--- src/sv/vau_pkg.sv ---
// ----------------------------------------------------------------------------
// vau_pkg
// Types, constants and the saturation helper of the vector arithmetic unit.
// ----------------------------------------------------------------------------
package vau_pkg;

   localparam int WORD_BITS     = 32;
   localparam int FRAC_BITS_DEF = 16;
   localparam int ROOT_BITS     = 32;
   localparam int QUEUE_DEPTH   = 4;

   localparam logic [31:0] S32_MAX = 32'h7FFF_FFFF;
   localparam logic [31:0] S32_MIN = 32'h8000_0000;

   localparam logic signed [65:0] SAT_HI = 66'sd2147483647;
   localparam logic signed [65:0] SAT_LO = -SAT_HI - 66'sd1;

   typedef enum logic [2:0] {
      MODE_ADD   = 3'd0,
      MODE_SUB   = 3'd1,
      MODE_SCALE = 3'd2,
      MODE_DIV   = 3'd3,
      MODE_DOT   = 3'd4,
      MODE_MAG   = 3'd5,
      MODE_MAGSQ = 3'd6,
      MODE_NORM  = 3'd7
   } mode_type;

   typedef struct packed {
      logic is_add;
      logic is_sub;
      logic is_scale;
      logic is_div;
      logic is_dot;
      logic is_mag;
      logic is_magsq;
      logic is_norm;
      logic div_zero;
      logic mul_a;
      logic mul_s;
   } cls_type;

   typedef struct packed {
      cls_type          cls;
      logic [2:0][31:0] a;
      logic [2:0][31:0] b;
      logic [31:0]      s;
   } item_type;

   typedef struct packed {
      cls_type          cls;
      logic [2:0][31:0] a;
      logic [31:0]      s;
      logic [2:0][63:0] p;
      logic [2:0][32:0] as;
   } mul_type;

   typedef struct packed {
      cls_type          cls;
      logic [2:0][31:0] a;
      logic [31:0]      s;
      logic [2:0][31:0] vec;
      logic [31:0]      sc;
      logic             ov;
      logic [31:0]      root;
   } side_type;

   typedef struct packed {
      logic [31:0] value;
      logic        ov;
   } sat_type;

   function automatic sat_type sat32(input logic signed [65:0] v);
      sat_type r;
      if (v > SAT_HI) begin
         r.value = S32_MAX;
         r.ov    = 1'b1;
      end else if (v < SAT_LO) begin
         r.value = S32_MIN;
         r.ov    = 1'b1;
      end else begin
         r.value = v[31:0];
         r.ov    = 1'b0;
      end
      return r;
   endfunction

endpackage

--- src/sv/vau_front.sv ---
// ----------------------------------------------------------------------------
// vau_front
// Accepts request items, decodes the mode and queues them for the back end.
// ----------------------------------------------------------------------------
module vau_front (
   input  logic               clock,
   input  logic               reset,
   input  logic               req_valid,
   output logic               req_stall,
   input  logic [2:0]         req_mode,
   input  logic signed [31:0] req_ax,
   input  logic signed [31:0] req_ay,
   input  logic signed [31:0] req_az,
   input  logic signed [31:0] req_bx,
   input  logic signed [31:0] req_by,
   input  logic signed [31:0] req_bz,
   input  logic signed [31:0] req_scalar_in,
   output logic               q_valid,
   input  logic               q_pop,
   output vau_pkg::item_type  q_item
);
   import vau_pkg::*;

   localparam int PTR_W = $clog2(QUEUE_DEPTH);
   localparam int CNT_W = $clog2(QUEUE_DEPTH + 1);

   item_type         slot_ff [QUEUE_DEPTH];
   item_type         slot_in;
   logic [PTR_W-1:0] wr_ptr_ff, wr_ptr_in;
   logic [PTR_W-1:0] rd_ptr_ff, rd_ptr_in;
   logic [CNT_W-1:0] count_ff, count_in;
   logic             push;
   mode_type         mode;
   cls_type          cls;

   always_comb begin
      mode = mode_type'(req_mode);
      cls  = '0;
      case (mode)
         MODE_ADD:   cls.is_add   = 1'b1;
         MODE_SUB:   cls.is_sub   = 1'b1;
         MODE_SCALE: cls.is_scale = 1'b1;
         MODE_DIV:   cls.is_div   = 1'b1;
         MODE_DOT:   cls.is_dot   = 1'b1;
         MODE_MAG:   cls.is_mag   = 1'b1;
         MODE_MAGSQ: cls.is_magsq = 1'b1;
         MODE_NORM:  cls.is_norm  = 1'b1;
         default:    cls = '0;
      endcase
      cls.div_zero = (req_scalar_in == '0);
      cls.mul_a    = cls.is_mag | cls.is_magsq | cls.is_norm;
      cls.mul_s    = cls.is_scale;
   end

   always_comb begin
      slot_in.cls = cls;
      slot_in.a   = {req_az, req_ay, req_ax};
      slot_in.b   = {req_bz, req_by, req_bx};
      slot_in.s   = req_scalar_in;
   end

   assign req_stall = (count_ff == CNT_W'(QUEUE_DEPTH));
   assign push      = req_valid && !req_stall;
   assign wr_ptr_in = push ? wr_ptr_ff + PTR_W'(1) : wr_ptr_ff;
   assign rd_ptr_in = q_pop ? rd_ptr_ff + PTR_W'(1) : rd_ptr_ff;
   assign count_in  = count_ff + CNT_W'(push) - CNT_W'(q_pop);

   always_ff @(posedge clock) begin
      if (push) begin
         slot_ff[wr_ptr_ff] <= slot_in;
      end
   end

   always_ff @(posedge clock) begin
      if (reset) begin
         wr_ptr_ff <= '0;
         rd_ptr_ff <= '0;
         count_ff  <= '0;
      end else begin
         wr_ptr_ff <= wr_ptr_in;
         rd_ptr_ff <= rd_ptr_in;
         count_ff  <= count_in;
      end
   end

   assign q_valid = (count_ff != '0);
   assign q_item  = slot_ff[rd_ptr_ff];

endmodule

--- config.mk ---
export PLATFORM = sky130hd
export DESIGN_NAME = vau_front
export DESIGN_NICKNAME = d
export VERILOG_FILES = /design/src/sv/vau_pkg.sv /design/src/sv/vau_front.sv
export SDC_FILE = /design/constraint.sdc
export NUM_CORES = 1
export LEC_CHECK = 0
export ABC_AREA = 0
export BUFFER_PORTS_ARGS = -buffer_cell sky130_fd_sc_hd__buf_2
export CAP_MARGIN = 10
export CORE_ASPECT_RATIO = 1.1
export CORE_MARGIN = 1
export CORE_UTILIZATION = 55
export CTS_CLUSTER_SIZE = 24
export DETAILED_ROUTE_END_ITERATION = 8
export GPL_ROUTABILITY_DRIVEN = 1
export HOLD_SLACK_MARGIN = 0.03
export PLACE_DENSITY_LB_ADDON = 0.3
export SYNTH_ARGS = -nofsm -noshare
export SYNTH_HDL_FRONTEND = slang
export SYNTH_SLANG_ARGS = --single-unit
--- constraint.sdc ---
create_clock -name clock -period 11.05 [get_ports clock]
set_input_delay 0.5525 -clock clock [delete_from_list [all_inputs] [get_ports clock]]
set_output_delay 0.5525 -clock clock [all_outputs]
set_load 0.01 [all_outputs]
==> results_dict.tcl, run 1 <==
set metrics [dict create \
    path_cells "buf_12 > buf_4 > mux4_2 > buf_2" \
    max_freq_ghz 0.2431 \
    yosysSeqAreaShare_pct 82.37 \
    drcViolationCount 0 \
    drt_first_pass_iters 4 \
    crit_path_start_kind "flop" \
    hold_viol 0 \
    worst_setup_path_end_kind "output port" \
    syn_inst 1293 \
    layout_common_cells "936 x edfxtp_1, 467 x buf_2, 234 x mux4_2" \
    grt_max_degree 143 \
    layout_commonest_cell "edfxtp_1" \
    ys_seq_elements 945 \
    dieWidth_um 240.2 \
    rrSetupSlack_ns 7.18 \
    finalNetCount 2050 \
    routedWlPerCell_um 25.04 \
    cts.clk_slew.worst_paths_ns 0.06 \
    r2r_end "slot_ff[3][222]$_DFFE_PP_" \
    dieArea_um2 63440 \
    antenna_found_initial 23 \
    finClkSkew_ns 0.01484 \
    drtIter0Drc 992 \
    critPathRequiredTime_ns 10.50 \
    grt.total_usage_pct 21.57 \
    synth_edf_count 936 \
    critPathMaxFanout 142 \
    irDropWorstVdd_v 0.0002105 \
    ctsResizeCount 0 \
    worstMarginPinSlew_ns 1.058 \
    dp.final_hpwl_um 41070 \
    clockRootBuffer "clkbuf_16" \
    critPathKind "reg2out" \
    r2r_cells 5 \
    rsz0062_at_grt "false" \
    leakage_nw 13.49 \
    core_um2 61450 \
    slowest_delay_ns 0.84 \
    gr-total-overflow 0 \
    globalplace.congestion 0.7745 \
    drive_above_1_share_pct 45.50 \
    hold_end "slot_ff[2][163]$_DFFE_PP_" \
    cp.arrival_ns 3.56 \
    rows 95 \
    post_cts_buffers 0 \
    antenna_left 0 \
    yosys.area.top_type_share_pct 81.85 \
    setup_viol 0 \
    syn_area_per_cell_um2 26.56 \
    grt_pass1_vias 16390 \
    die_h_um 264.1 \
    async_flop_share_pct 0 \
    rr_startpoint "count_ff[1]$_SDFF_PP0_" \
    hold_depth 1 \
    fin_crit_ns 4.113 \
    post-route-period-util_pct 37.23 \
    min_path_type "in2reg" \
    drv_cap 0 \
    cts_buffers 89 \
    slew_headroom_pct 29.44 \
    yosysTopAreaCell "edfxtp_1" \
    synth_cell_types 29 \
    start_util_pct 55.88 \
    synth_area_um2 34340 \
    setup-tns-final_ns 0 \
    grt_pass1_wl_um 100300 \
    vias_per_cell 5.695 \
    cts_tree "yes" \
    worst_hold_slack_ns 0.1404 \
    via_count 15470 \
    ys.flop_type "edfxtp_1" \
    syn_to_final_growth_pct 17.83 \
    hp-start "req_ay[3]" \
    powerDensity_nw_per_um2 210.0 \
    drv_slew 0 \
    port_buffers 467 \
    cts_max_level 3 \
    hold_buffers 0 \
    syn_nets 1531 \
    worstSkewPairLatency_ns 0.62 \
    totalWireLength_um 68040 \
    cts.sinks 945 \
    cpMaxStageDelayCell "buf_4" \
    outcome "complete, no violations" \
    ys_warn_count 0 \
    boundaryPins 468 \
    ys_top_cells_by_area "edfxtp_1 82%, mux4_2 15%, buf_6 0.62%, dfxtp_1 0.52%, buf_2 0.38%" \
    cts_buffer_depth 3 \
]
-- synthesized netlist by cell type, drive strengths merged, types with 2 or more instances --
cell type  count
and2           5
and3b          2
buf           47
clkbuf         8
dfxtp          9
edfxtp       936
ha             6
inv            6
mux4         234
nand2          2
nand2b         2
nand4          2
nor2           8
nor3           2
nor3b          4
nor4           8
or3            2
xor2           2
-- flip-flops by register name (all words and copies together), names as in the netlist, named ones only --
signal	cells
slot_ff	936
count_ff	3
wr_ptr_ff	2
rd_ptr_ff	2
-- how the worst max path moves through the flow --
stage               slack (ns)  cells past startpoint                        end      start
floorplan                 4.23                      3    slot_ff[0][0]$_DFFE_PP_  req_valid
global placement          6.98                      6  slot_ff[3][115]$_DFFE_PP_  req_valid
detailed placement        6.98                      6  slot_ff[3][115]$_DFFE_PP_  req_valid
CTS                       6.81                      4                q_item[224]       flop
global route              6.70                      4                q_item[224]       flop
finish                    6.94                      4                q_item[224]       flop
-- report_power, final --
part | total, mW | leakage (nW) | internal, mW | switching, mW
Sequential | 4.40 | 8.65 | 4.31 | 0.0855
Clock | 3.03 | 1.44 | 1.78 | 1.26
Combinational | 1.07 | 3.39 | 0.445 | 0.621
-- through the flow --
step                area [um2]  power [mW]  utilization (%)  instances  worst slack (ns)
CTS                      40430       8.586            65.79       2703             6.814
global route             40450       8.792            65.83       2713             6.699
floorplan                34340       5.154                -       1293             4.229
finish                   40460       8.498            65.85       2717             6.937
detailed placement       37500       5.560            61.02       2545             6.975
global placement         37500       5.526            61.02       2545             6.978
-- worst max-delay path: cells and delay by family (launching register included) --
kind	cells	cell delay [ns]
buffers and inverters	3	1.68
DFF	1	0.67
muxes	1	0.47
-- kinds of logic (layout without fill, tap and decap cells) --
| family | after synthesis | count (layout) | synth area share, % |
|---|---|---|---|
| multiplexers | 235 | 235 | 15.38 |
| AO/OA/AOI/OAI | 3 | 3 | 0.05099 |
| XOR/XNOR | 3 | 3 | 0.07653 |
| adder cells (fa/ha/maj) | 7 | 7 | 0.2769 |
| flip-flops | 945 | 945 | 82.37 |
| other | 0 | 14 | 0 |
| buffers and inverters | 61 | 647 | 1.188 |
| AND/OR/NAND/NOR | 39 | 39 | 0.6595 |
-- routing by layer --
layer  part of all wire [%]  GRT usage [%]  up-vias
li1                       -              -     6661
met1                     38          27.60     8164
met2                     51          34.96      517
met3                    8.7          7.513      112
met4                    2.0          6.628       20
met5                   0.18              0        -
-- area by class of cell --
type                    count  area, um2
diodes                     14      35.03
clock buffers             112       2396
clock inverters            46      534.3
fillers                  3905      20990
inverters                   6      22.52
multi-input cells         287       5655
flip-flops and latches    945      28290
well taps                 824       1031
repair buffers            483       2495
No activity file was read; power rests on OpenSTA's default activity.
==> run 2: changes to the inputs <==
--- a/config.mk
+++ b/config.mk
@@ -10,7 +10,7 @@
 export CAP_MARGIN = 10
 export CORE_ASPECT_RATIO = 1.1
 export CORE_MARGIN = 1
-export CORE_UTILIZATION = 55
+export CORE_UTILIZATION = 51
 export CTS_CLUSTER_SIZE = 24
 export DETAILED_ROUTE_END_ITERATION = 8
 export GPL_ROUTABILITY_DRIVEN = 1
==> constraint.sdc (replaced) <==
create_clock -name clock -period 3.5 [get_ports clock]
set_input_delay 0.175 -clock clock [delete_from_list [all_inputs] [get_ports clock]]
set_output_delay 0.175 -clock clock [all_outputs]
set_load 0.01 [all_outputs]
==> run 2 against run 1 <==
Against the previous run:
- clock power grew to 3.0 times the previous value
- first-iteration DRC count down 11%
- cell count is 11% higher
- largest power group unchanged
==> results_dict.tcl, run 2 (synthesis results as in run 1) <==
set metrics [dict create \
    finalNetCount 2318 \
    largestRegisters "slot_ff: 936 flops, count_ff: 3 flops" \
    layout_commonest_cell "edfxtp_1" \
    placed_area_um2 38080 \
    die_h_um 274.2 \
    cts_max_level 3 \
    cts_buffers 90 \
    finClkSkew_ns 0.02519 \
    rows 99 \
    drv_cap 0 \
    critPathKind "reg2out" \
    rsz0062_at_grt "false" \
    grt_pass1_wl_um 105800 \
    irDropWorstVdd_v 0.0006289 \
    fillers 4261 \
    routedWlPerCell_um 23.38 \
    drt_first_pass_iters 5 \
    powerDensity_nw_per_um2 618.9 \
    setup_viol 0 \
    largest_reg_flops 936 \
    cts_buffer_depth 3 \
    leakage_nw 14.63 \
    worstMarginPinSlew_ns 0.7938 \
    crit_path_start_kind "flop" \
    fin_crit_ns 2.703 \
    critPathRequiredTime_ns 3.32 \
    gr-total-overflow 0 \
    boundaryPins 468 \
    cts.sinks 945 \
    dp.final_hpwl_um 42550 \
    pwr-share-comb_pct 14.3 \
    critPathMaxFanout 66 \
    ctsResizeCount 0 \
    start_util_pct 51.63 \
    cts_tree "yes" \
    pre_cts_slack_ns 1.012 \
    globalplace.congestion 0.7711 \
    totalWireLength_um 70230 \
    regMostFlops "slot_ff" \
    antenna_left 0 \
    switchingPower_mw 6.298 \
    drcViolationCount 0 \
    dieArea_um2 68380 \
    outcome "complete, no violations" \
    antenna_found_initial 2 \
    worstSkewPairLatency_ns 0.63 \
    internal_power_mw 20.43 \
    dieWidth_um 249.4 \
    setup_ws_ns 0.7970 \
    layout_common_cells "936 x edfxtp_1, 467 x buf_2, 234 x mux4_2" \
    via_count 16600 \
    clockRootBuffer "clkbuf_16" \
    cp.arrival_ns 2.53 \
    core_um2 66520 \
    grt.total_usage_pct 20.72 \
    power_mw 26.72 \
    slew_headroom_pct 47.08 \
    drtIter0Drc 885 \
    drv_slew 0 \
    port_buffers 467 \
    cts.clk_slew.worst_paths_ns 0.06 \
    grt_max_degree 82 \
    p_sw_share_pct 23.57 \
    postLayoutCellArea_um2 43180 \
    syn_to_final_growth_pct 25.75 \
    min_path_type "in2reg" \
    clkPwrFrac_pct 33.9 \
    vias_per_cell 5.526 \
    seq_power_share_pct 51.8 \
    drive_above_1_share_pct 41.03 \
    hold_viol 0 \
    post-route-period-util_pct 77.23 \
    worst_setup_path_end_kind "output port" \
    grt_pass1_vias 17550 \
    max_freq_ghz 0.3700 \
]
## run 2: changes by cell type in the layout (fill, tap and decap cells not counted), moves of 4 or more
cell           delta
clkbuf_1          +4
dlygate4sd3_1   +232
clkinv_1          +5
buf_4            +13
buf_12           +22
bufinv_16         -8
diode_2          -13
## run 2: routing by layer
layer  up-vias  share of wire, %  global-route usage (%)
li1       7193                 -                       -
met1      8714                40                   26.98
met2       570                51                   34.57
met3       121               6.6                   5.031
met4         2               2.6                   6.969
met5         -             0.024                       0
## run 2: worst paths after layout
path	from	endpoint	slack (ns)	cells after the start
worst max register to register	count_ff[1]$_SDFF_PP0_	count_ff[2]$_SDFF_PP0_	0.99	11
worst min-delay path	req_az[28]	slot_ff[0][220]$_DFFE_PP_	0.29	2
worst min register to register	wr_ptr_ff[1]$_SDFFE_PP0P_	wr_ptr_ff[1]$_SDFFE_PP0P_	0.52	2
worst max-delay path	flop	q_item[163]	0.80	3
## run 2: layout make-up
type                            count  area [um2]  share of cell area (%)
Clock inverter                     38       315.3                  0.7302
Clock buffer                      119        2464                   5.705
Tap cell                          858        1074                   2.486
Multi-Input combinational cell    287        5655                   13.10
Timing Repair Buffer              750        5355                   12.40
Antenna cell                        1       2.502                0.005795
Sequential cell                   945       28290                   65.52
Inverter                            6       22.52                 0.05215
## run 2: power by group through the flow
stage	logic [mW]	registers [mW]	clock network, mW
floorplan	2.02	14.1	0
global placement	3.62	14.0	0
detailed placement	3.65	14.1	0
CTS	3.88	13.8	9.28
global route	4.07	13.9	9.71
finish	3.81	13.8	9.07
## run 2: metrics by stage
step | util (%) | hold slack [ns] | cells | setup TNS (ns)
6_report | 64.92 | 0.2898 | 3004 | 0
5_1_grt | 64.92 | 0.2651 | 3004 | 0
4_1_cts | 64.92 | 0.2511 | 3003 | 0
3_5_place_dp | 57.25 | 0.3914 | 2614 | 0
3_3_place_gp | 57.25 | 0.3845 | 2614 | 0
2_1_floorplan | - | 0.2739 | 1293 | -574.64
## run 2: critical path, cell delays in order, from the launching register on
cell	delay, ns
dfxtp_4	0.57
buf_12	0.48
mux4_2	0.61
buf_2	0.17
## run 2: timing repair
item	in CTS	in global routing
endpoints found under the hold margin	933	0
setup buffers	0	0
hold buffers	232	0
==> run 3: changes to the inputs <==
--- a/config.mk
+++ b/config.mk
@@ -10,7 +10,7 @@
 export CAP_MARGIN = 10
 export CORE_ASPECT_RATIO = 1.1
 export CORE_MARGIN = 1
-export CORE_UTILIZATION = 51
+export CORE_UTILIZATION = 55
 export CTS_CLUSTER_SIZE = 24
 export DETAILED_ROUTE_END_ITERATION = 8
 export GPL_ROUTABILITY_DRIVEN = 1
==> constraint.sdc (replaced) <==
create_clock -name clock -period 2.6 [get_ports clock]
set_input_delay 0.13 -clock clock [delete_from_list [all_inputs] [get_ports clock]]
set_output_delay 0.13 -clock clock [all_outputs]
set_load 0.01 [all_outputs]
==> run 3 against run 2 <==
Against the previous run:
- clock skew is 0.0088 ns lower
- utilization is 5.9 points higher
- clock-buffer cell count is 6 lower
- non-clock buffer count is 15 higher
- critical endpoint is now q_item[183]
- largest power group unchanged
- highest routed layer is now met4
==> results_dict.tcl, run 3 (synthesis results as in run 1) <==
set metrics [dict create \
    start_util_pct 55.88 \
    drv_slew 0 \
    placed_area_um2 38140 \
    setup_viol 0 \
    worstSkewPairLatency_ns 0.63 \
    critPathKind "reg2out" \
    cts_max_level 3 \
    drtIter0Drc 1261 \
    cpMaxStageDelayCell "mux4_2" \
    r2r_cells 10 \
    drcViolationCount 0 \
    slowest_delay_ns 0.60 \
    fin_crit_ns 2.466 \
    rrSetupSlack_ns 0.14 \
    worst_setup_path_end_kind "output port" \
    regMostFlops "slot_ff" \
    rows 95 \
    leakage_nw 14.81 \
    drive_above_1_share_pct 41.76 \
    dp.final_hpwl_um 43490 \
    irDropWorstVdd_v 0.0007335 \
    r2r_end "count_ff[1]$_SDFF_PP0_" \
    cp.arrival_ns 2.34 \
    critPathRequiredTime_ns 2.47 \
    post-route-period-util_pct 94.86 \
    grt_pass1_vias 18180 \
    postLayoutCellArea_um2 43510 \
    cts.clk_slew.worst_paths_ns 0.06 \
    rr_startpoint "count_ff[0]$_SDFF_PP0_" \
    antenna_found_initial 4 \
    power_mw 36.98 \
    slew_headroom_pct 59.80 \
    globalplace.congestion 0.7672 \
    via_count 16950 \
    cts.sinks 945 \
    die_h_um 264.1 \
    routedWlPerCell_um 24.70 \
    drv_cap 0 \
    gr-total-overflow 0 \
    path_cells "buf_12 > buf_6 > mux4_2 > buf_2" \
    grt_pass1_wl_um 110100 \
    dieWidth_um 240.2 \
    pre_cts_slack_ns 0.4273 \
    seqCellArea_um2 28300 \
    boundaryPins 468 \
    multi_input_area_um2 5674 \
    hold_viol 0 \
    dieArea_um2 63440 \
    syn_to_final_growth_pct 26.69 \
    min_path_type "in2reg" \
    powerDensity_nw_per_um2 849.9 \
    layout_common_cells "936 x edfxtp_1, 467 x buf_2, 234 x mux4_2" \
    clockRootBuffer "clkbuf_16" \
    critPathMaxFanout 22 \
    largestRegisters "slot_ff: 936 flops, count_ff: 3 flops" \
    finalNetCount 2333 \
    vias_per_cell 5.658 \
    setup_ws_ns 0.1338 \
    cts_buffers 90 \
    core_um2 61450 \
    finClkSkew_ns 0.01634 \
    grt_max_degree 90 \
    worstMarginPinSlew_ns 0.6030 \
    hold_depth 2 \
    dp_cells 2589 \
    hold_end "slot_ff[0][33]$_DFFE_PP_" \
    outcome "complete, no violations" \
    crit_path_start_kind "flop" \
    max_freq_ghz 0.4055 \
    stdcell_count 2995 \
    largest_reg_flops 936 \
    cts_tree "yes" \
    port_buffers 467 \
    grt.total_usage_pct 23.65 \
    antenna_left 0 \
    hp-start "req_bx[1]" \
    fillers 3553 \
    drt_first_pass_iters 5 \
    worst_hold_slack_ns 0.2400 \
    totalWireLength_um 73990 \
    cts_buffer_depth 3 \
    layout_commonest_cell "edfxtp_1" \
    rsz0062_at_grt "false" \
]
-- run 3: power by group --
part	total (mW)	internal [mW]	switching (mW)	leakage, nW
Sequential	18.7	18.3	0.354	8.65
Clock	13.1	7.64	5.45	1.44
Combinational	5.22	2.34	2.88	4.71
-- run 3: timing repair --
action	in CTS	in global routing
hold buffers	232	0
endpoints found under the hold margin	945	0
setup buffers	0	6
setup endpoints to repair	1	54
gates resized for setup	1	1
pin swaps	0	0
-- run 3: worst max path at each step --
stage | slack (ns) | start | cells past startpoint | end
3_3_place_gp | 0.47 | count_ff[2]$_SDFF_PP0_ | 11 | count_ff[2]$_SDFF_PP0_
5_1_grt | 0.05 | count_ff[0]$_SDFF_PP0_ | 10 | count_ff[1]$_SDFF_PP0_
6_report | 0.13 | flop | 4 | q_item[183]
2_1_floorplan | -0.15 | count_ff[2]$_SDFF_PP0_ | 3 | slot_ff[0][0]$_DFFE_PP_
3_5_place_dp | 0.43 | count_ff[0]$_SDFF_PP0_ | 11 | count_ff[2]$_SDFF_PP0_
4_1_cts | 0.008 | flop | 4 | q_item[136]
-- run 3: cell type report --
type                    count  area share, %
multi-input cells         287          13.04
inverters                   6        0.05177
clock buffers             113          5.493
clock inverters            51          1.326
flip-flops and latches    945          65.04
repair buffers            765          12.65
well taps                 824          2.370
diodes                      4        0.02301
-- run 3: critical path, delay by kind of cell (launching register included) --
kind     cells  cell delay [ns]
mux          1             0.60
flops        1             0.46
buf+inv      3             0.61
-- run 3: metrics by stage --
step / setup TNS, ns / util [%]
detailed placement: 0 / 62.06
CTS: 0 / 70.67
floorplan: -142.25 / -
global route: 0 / 70.80
global placement: 0 / 62.06
finish: 0 / 70.80
-- run 3: metal layers --
layer  vias to the layer above  track usage (%)  share of wire (%)
met1                      8884            29.93                 37
met2                       712            39.92                 52
li1                       7233                -                  -
met5                         -                0                  0
met3                       116            6.311                8.4
met4                         0            7.609                2.5
